### config.mk
export PLATFORM = sky130hd
export DESIGN_NAME = insertion_sorter
export DESIGN_NICKNAME = d
export VERILOG_FILES = /design/src/rtl/ins_sort_pkg.sv /design/src/rtl/ins_sort_cell.sv /design/src/rtl/insertion_sorter.sv
export SDC_FILE = /design/constraint.sdc
export NUM_CORES = 2
export LEC_CHECK = 0
export CORE_MARGIN = 4
export CORE_UTILIZATION = 35
export CTS_CLUSTER_DIAMETER = 40
export CTS_CLUSTER_SIZE = 8
export DETAILED_ROUTE_END_ITERATION = 6
export DONT_BUFFER_PORTS = 1
export PLACE_DENSITY = 0.45
export SYNTH_ARGS = -nofsm -noshare
export SYNTH_HDL_FRONTEND = slang
export SYNTH_HIERARCHICAL = 1
export SYNTH_SLANG_ARGS = --single-unit
export TNS_END_PERCENT = 30
### constraint.sdc
create_clock -name clk_i -period 6.5 [get_ports clk_i]
set_input_delay 1.3 -clock clk_i [delete_from_list [all_inputs] [get_ports clk_i]]
set_output_delay 1.3 -clock clk_i [all_outputs]
set_load 0.02 [all_outputs]
### src/rtl/ins_sort_pkg.sv
`default_nettype none
package ins_sort_pkg;

  localparam int unsigned ValueW = 32;

  typedef logic signed [ValueW-1:0] value_t;

  // per-cycle command broadcast to every cell
  typedef struct packed {
    logic ins;    // insert key_i at its sorted place
    logic shift;  // move contents one cell toward cell 0
  } cell_ctrl_t;

endpackage
`default_nettype wire

### src/rtl/ins_sort_cell.sv
`default_nettype none
module ins_sort_cell (
  input  wire logic                    clk_i,
  input  wire logic                    rst_ni,
  input  wire ins_sort_pkg::cell_ctrl_t ctrl_i,
  input  wire ins_sort_pkg::value_t    key_i,
  input  wire ins_sort_pkg::value_t    below_key_i,
  input  wire logic                    below_gt_i,
  input  wire logic                    below_valid_i,
  input  wire ins_sort_pkg::value_t    above_key_i,
  input  wire logic                    above_valid_i,
  output ins_sort_pkg::value_t         key_o,
  output logic                         valid_o,
  output logic                         gt_o
);

  ins_sort_pkg::value_t key_q, key_d;
  logic                 valid_q, valid_d;
  logic                 gt;

  // empty cells count as larger than anything
  assign gt = !valid_q || (key_q > key_i);

  always_comb begin
    key_d   = key_q;
    valid_d = valid_q;
    if (ctrl_i.shift) begin
      key_d   = above_key_i;
      valid_d = above_valid_i;
    end else if (ctrl_i.ins) begin
      valid_d = valid_q | below_valid_i;
      if (gt) begin
        key_d = below_gt_i ? below_key_i : key_i;
      end
    end
  end

  always_ff @(posedge clk_i or negedge rst_ni) begin
    if (!rst_ni) begin
      valid_q <= 1'b0;
    end else begin
      valid_q <= valid_d;
    end
  end

  always_ff @(posedge clk_i) begin
    key_q <= key_d;
  end

  assign key_o   = key_q;
  assign valid_o = valid_q;
  assign gt_o    = gt;

endmodule
`default_nettype wire

### src/rtl/insertion_sorter.sv
`default_nettype none
// Streaming insertion sorter for signed 32-bit values. Each input transaction
// carries one value; it is placed into a row of MAX_ITEMS compare-and-shift
// cells when accepted, every cell holding one entry and comparing it against
// the broadcast value, strictly larger entries moving up one cell so equal
// values keep arrival order. Collection runs at one transaction per cycle.
// The transaction with tlast set is inserted too (if a cell is free) and then
// starts emission: while the output register is free the row shifts toward
// cell 0 once per cycle, cell 0 feeding the output register, so a set drains
// smallest first, the final result with tlast set. While a set drains
// s_axis_tready_o is low; it rises again the cycle the largest value
// enters the output register. Values arriving while all cells are full are
// dropped and every result of that set shows overflow in m_axis_tuser_o.
module insertion_sorter #(
  parameter int unsigned MAX_ITEMS = 16
) (
  input  wire logic        clk_i,
  input  wire logic        rst_ni,
  input  wire logic        s_axis_tvalid_i,
  output logic             s_axis_tready_o,
  input  wire logic [31:0] s_axis_tdata_i,   // [31:0] value
  input  wire logic        s_axis_tlast_i,   // last
  output logic             m_axis_tvalid_o,
  input  wire logic        m_axis_tready_i,
  output logic [31:0]      m_axis_tdata_o,   // [31:0] value_res
  output logic             m_axis_tlast_o,   // last_res
  output logic             m_axis_tuser_o    // [0] overflow
);

  ins_sort_pkg::value_t     key_in;
  ins_sort_pkg::value_t     cell_key [MAX_ITEMS];
  logic [MAX_ITEMS-1:0]     cell_valid;
  logic [MAX_ITEMS-1:0]     cell_gt;
  ins_sort_pkg::cell_ctrl_t ctrl;

  logic s_accept, full, load_out;

  // control registers
  logic emit_q, emit_d;
  logic ovf_q, ovf_d;
  logic out_valid_q, out_valid_d;
  // output payload
  ins_sort_pkg::value_t out_key_q, out_key_d;
  logic out_last_q, out_last_d;
  logic out_ovf_q, out_ovf_d;

  assign key_in          = ins_sort_pkg::value_t'(s_axis_tdata_i);
  assign s_axis_tready_o = !emit_q;
  assign s_accept        = s_axis_tvalid_i && s_axis_tready_o;
  assign full            = cell_valid[MAX_ITEMS-1];

  // drain one entry whenever the output register is free
  assign load_out = emit_q && (!out_valid_q || m_axis_tready_i);
  assign ctrl     = '{ins: s_accept && !full, shift: load_out};

  // the row of cells; cell 0 holds the smallest entry
  for (genvar i = 0; i < MAX_ITEMS; i++) begin : g_cell
    ins_sort_pkg::value_t below_key, above_key;
    logic below_gt, below_valid, above_valid;

    if (i == 0) begin : g_bottom
      assign below_key   = key_in;
      assign below_gt    = 1'b0;
      assign below_valid = 1'b1;
    end else begin : g_mid_lo
      assign below_key   = cell_key[i-1];
      assign below_gt    = cell_gt[i-1];
      assign below_valid = cell_valid[i-1];
    end

    if (i == MAX_ITEMS - 1) begin : g_top
      assign above_key   = cell_key[i];
      assign above_valid = 1'b0;
    end else begin : g_mid_hi
      assign above_key   = cell_key[i+1];
      assign above_valid = cell_valid[i+1];
    end

    ins_sort_cell u_cell (
      .clk_i         (clk_i),
      .rst_ni        (rst_ni),
      .ctrl_i        (ctrl),
      .key_i         (key_in),
      .below_key_i   (below_key),
      .below_gt_i    (below_gt),
      .below_valid_i (below_valid),
      .above_key_i   (above_key),
      .above_valid_i (above_valid),
      .key_o         (cell_key[i]),
      .valid_o       (cell_valid[i]),
      .gt_o          (cell_gt[i])
    );
  end

  always_comb begin
    emit_d      = emit_q;
    ovf_d       = ovf_q;
    out_valid_d = out_valid_q;
    out_key_d   = out_key_q;
    out_last_d  = out_last_q;
    out_ovf_d   = out_ovf_q;

    if (out_valid_q && m_axis_tready_i) begin
      out_valid_d = 1'b0;
    end

    if (s_accept) begin
      if (full) begin
        ovf_d = 1'b1;  // value dropped
      end
      if (s_axis_tlast_i) begin
        emit_d = 1'b1;
      end
    end

    if (load_out) begin
      out_valid_d = 1'b1;
      out_key_d   = cell_key[0];
      out_last_d  = !cell_valid[1];  // nothing left above cell 0
      out_ovf_d   = ovf_q;
      if (!cell_valid[1]) begin
        emit_d = 1'b0;
        ovf_d  = 1'b0;
      end
    end
  end

  always_ff @(posedge clk_i or negedge rst_ni) begin
    if (!rst_ni) begin
      emit_q      <= 1'b0;
      ovf_q       <= 1'b0;
      out_valid_q <= 1'b0;
    end else begin
      emit_q      <= emit_d;
      ovf_q       <= ovf_d;
      out_valid_q <= out_valid_d;
    end
  end

  always_ff @(posedge clk_i) begin
    out_key_q  <= out_key_d;
    out_last_q <= out_last_d;
    out_ovf_q  <= out_ovf_d;
  end

  assign m_axis_tvalid_o = out_valid_q;
  assign m_axis_tdata_o  = 32'(out_key_q);
  assign m_axis_tlast_o  = out_last_q;
  assign m_axis_tuser_o  = out_ovf_q;

endmodule
`default_nettype wire

==> summary.txt <==
Clock network
  – CTS Hold Bufs: 0
  – Post-CTS setup buffers: 0
  – Clock sinks: 565
  – CTS H-tree depth: 4
  – Resize count post-CTS: 0
  – CTS tree: done
  – Clock slew at reported path FFs: 0.05 ns
  – Clock Path Buffers: 3
  – Num CTS Buffers: 141
  – Insertion delay to the later sink of the worst-skew pair: 0.75 ns
  – Root Buffer: clkbuf_16

Synth
  – Syn Area/Cell: 9.815 sq um
  – Mapped Area: roughly 0.042 sq mm
  – Cells after Synth: 4274
  – YS warnings: 6

STA
  – # setup viols final: 0
  – Setup Skew: 0.02927 ns
  – Slew of the pin with the lowest slew margin: 1.202 ns
  – Max Fclk: 242.6 MHz
  – Period utilization: 0.6341
  – Slew HR: 0.1957
  – Hold slack final: 0.2531 ns
  – Tmin final: 4.122 ns
  – RSZ-0062 raised after global routing: false
  – Fin. max-slew vios: 0
  – Hold Fails Final Rpt: 0
  – Post-route setup slack: 2.378 ns
  – Total negative slack: 0 ns

Die
  – Core Region: 0.1186 sq mm
  – Die Y: about 350 um
  – Die width: between 300 and 400 um
  – Starting Density: 0.3539
  – Top-level I/O count: 73
  – Row count: 126
  – Die ar.: around 0.13 sq mm

Placed design
  – Pre-CTS setup slack: between 1.5 and 2 ns
  – Dpl cell area: around 0.044 sq mm
  – PortBufs: 0
  – Gpl congestion: 0.7967
  – HPWL after DPL: 95480 um
  – Cell count after placement: 5765

GRT
  – Vias in the first global route: between 30000 and 40000
  – Largest net degree at the start of global routing: 223
  – Total GRT Usage: 0.2089
  – Initial antenna violation count: 8
  – Gr ovfl total: 0
  – First-pass GRT wire length: 201900 um

Run
  – Max_cap viols: 0

Critical path
  – RR Endpoint: g_cell[5].u_cell/key_o[16]
  – WP buf/inv: 2
  – Critical Path RT: 6.95 ns
  – Worst path cell trace: inv_1 -> ha_1 -> nand4_2 -> or4_4 -> nor2_2 -> o31a_2 -> nor3_1 -> o31ai_4 -> buf_4 -> mux2i_1 -> o21ai_0
  – CP startpoint kind: primary input
  – CP arrival: 4.58 ns
  – Flop2flop setup slack: 2.51 ns
  – R2R Path Start: g_cell[4].u_cell/key_o[25]
  – Crit Path Max Fanout: 33
  – CP delay by family, top: compound AO/OA/AOI/OAI gates
  – Crit. End Element: register
  – CP Class: primary input to register
  – Worst Reg-to-Reg Cells: 10
  – Slowest-stage cell, CP: o31ai_4
  – CP peak stage delay: 0.90 ns

Hold path
  – Worst hold path class: primary input to asynchronous set/reset pin

Final layout
  – Synth-to-layout area growth: 17.11%
  – Non-Filler Instances: 6022
  – Layout cells sized above 1: 0.1110
  – Nets@finish: 4857
  – Footprint of the multi-input gates: between 0.02 and 0.025 sq mm
  – Final core utilization: 0.4144
  – Design area: a little under 0.05 sq mm
  – Register area: 0.01687 sq mm
  – Number of fill cells in the layout: 11661
  – # diodes: 0

Routing
  – Vias per cell: slightly above 5
  – Final wirelength: 132600 um
  – First-pass iteration count of the detailed router: 5
  – DRC Markers: 0
  – Via count: 31273
  – Number of routed nets with antenna violations: 0
  – DR WL/cell: roughly 22 um
  – 1st-iter DRT viols: 2068

Power
  – Final Power: around 27 mW
  – Leak pwr: 23.26 nW
  – Max VDD drop: just under 0.0004 V
  – Pwr Density: between 500 and 600 mW/mm^2

Status
  – Status: finished, final reports clean
-- worst register-to-register path: stages (launching register included) --
cell,delay (ns)
edfxtp_1,0.46
ha_1,0.36
nand4_2,0.19
or4_4,0.63
nor2_2,0.11
o31a_2,0.14
nor3_1,0.09
o31ai_4,0.90
buf_4,0.47
mux2i_1,0.28
o21ai_0,0.09
-- registers in the layout, indices dropped and copies added, names as in the netlist --
name                   flops
m_axis_tuser_o             1
emit_q                     1
m_axis_tdata_o            32
g_cell.u_cell/key_o      512
m_axis_tlast_o             1
g_cell.u_cell/valid_o     16
ovf_q                      1
m_axis_tvalid_o            1
-- area by class of cell --
cell class              count  area share
clock buffers             157     0.07447
clock inverters           100     0.02460
inverters                 546     0.04172
multi-input cells        2988      0.4637
flip-flops and latches    565      0.3434
well taps                1600     0.04075
repair buffers             66     0.01136
-- power breakdown --
part | total (mW) | switching [mW] | leakage, nW | internal [mW]
clock | 7.29 | 2.32 | 2.40 | 4.97
combinational | 10.4 | 6.32 | 15.3 | 4.13
sequential | 9.63 | 2.32 | 5.55 | 7.31
total | 27.4 | 11.0 | 23.3 | 16.4
-- metal layers --
metal	GRT usage	vias to the layer above	routed length, um
li1	-	15501	-
met1	0.2736	15004	60300
met2	0.3489	557	63010
met3	0.03417	211	5196
met4	0.07383	0	4093
met5	0	-	0
-- worst max-delay path by stage --
| stage | slack (ns) | startpoint | depth (start not counted) | endpoint |
|---|---|---|---|---|
| after floorplan | 0.67 | m_axis_tready_i | 5 | g_cell[15].u_cell/key_o[0] |
| after global routing | 2.25 | s_axis_tdata_i[27] | 11 | g_cell[5].u_cell/key_o[19] |
| after detailed placement | 1.63 | s_axis_tdata_i[27] | 11 | g_cell[5].u_cell/key_o[16] |
| final | 2.38 | s_axis_tdata_i[27] | 11 | g_cell[5].u_cell/key_o[16] |
| after global placement | 1.73 | s_axis_tdata_i[27] | 11 | g_cell[5].u_cell/key_o[27] |
| after CTS | 2.42 | s_axis_tdata_i[27] | 11 | g_cell[5].u_cell/key_o[16] |
-- cells in the final DEF, fill, tap and decap left out, types with 36 or more instances in the layout --
cell,instances
a21o_1,48
a21oi_1,289
buf_4,61
clkbuf_16,141
clkinv_2,36
edfxtp_1,546
ha_1,512
inv_1,546
mux2i_1,512
nand2_1,609
nand4_1,64
nand4_2,80
o21ai_0,546
No activity file was read; power rests on OpenSTA's default activity.
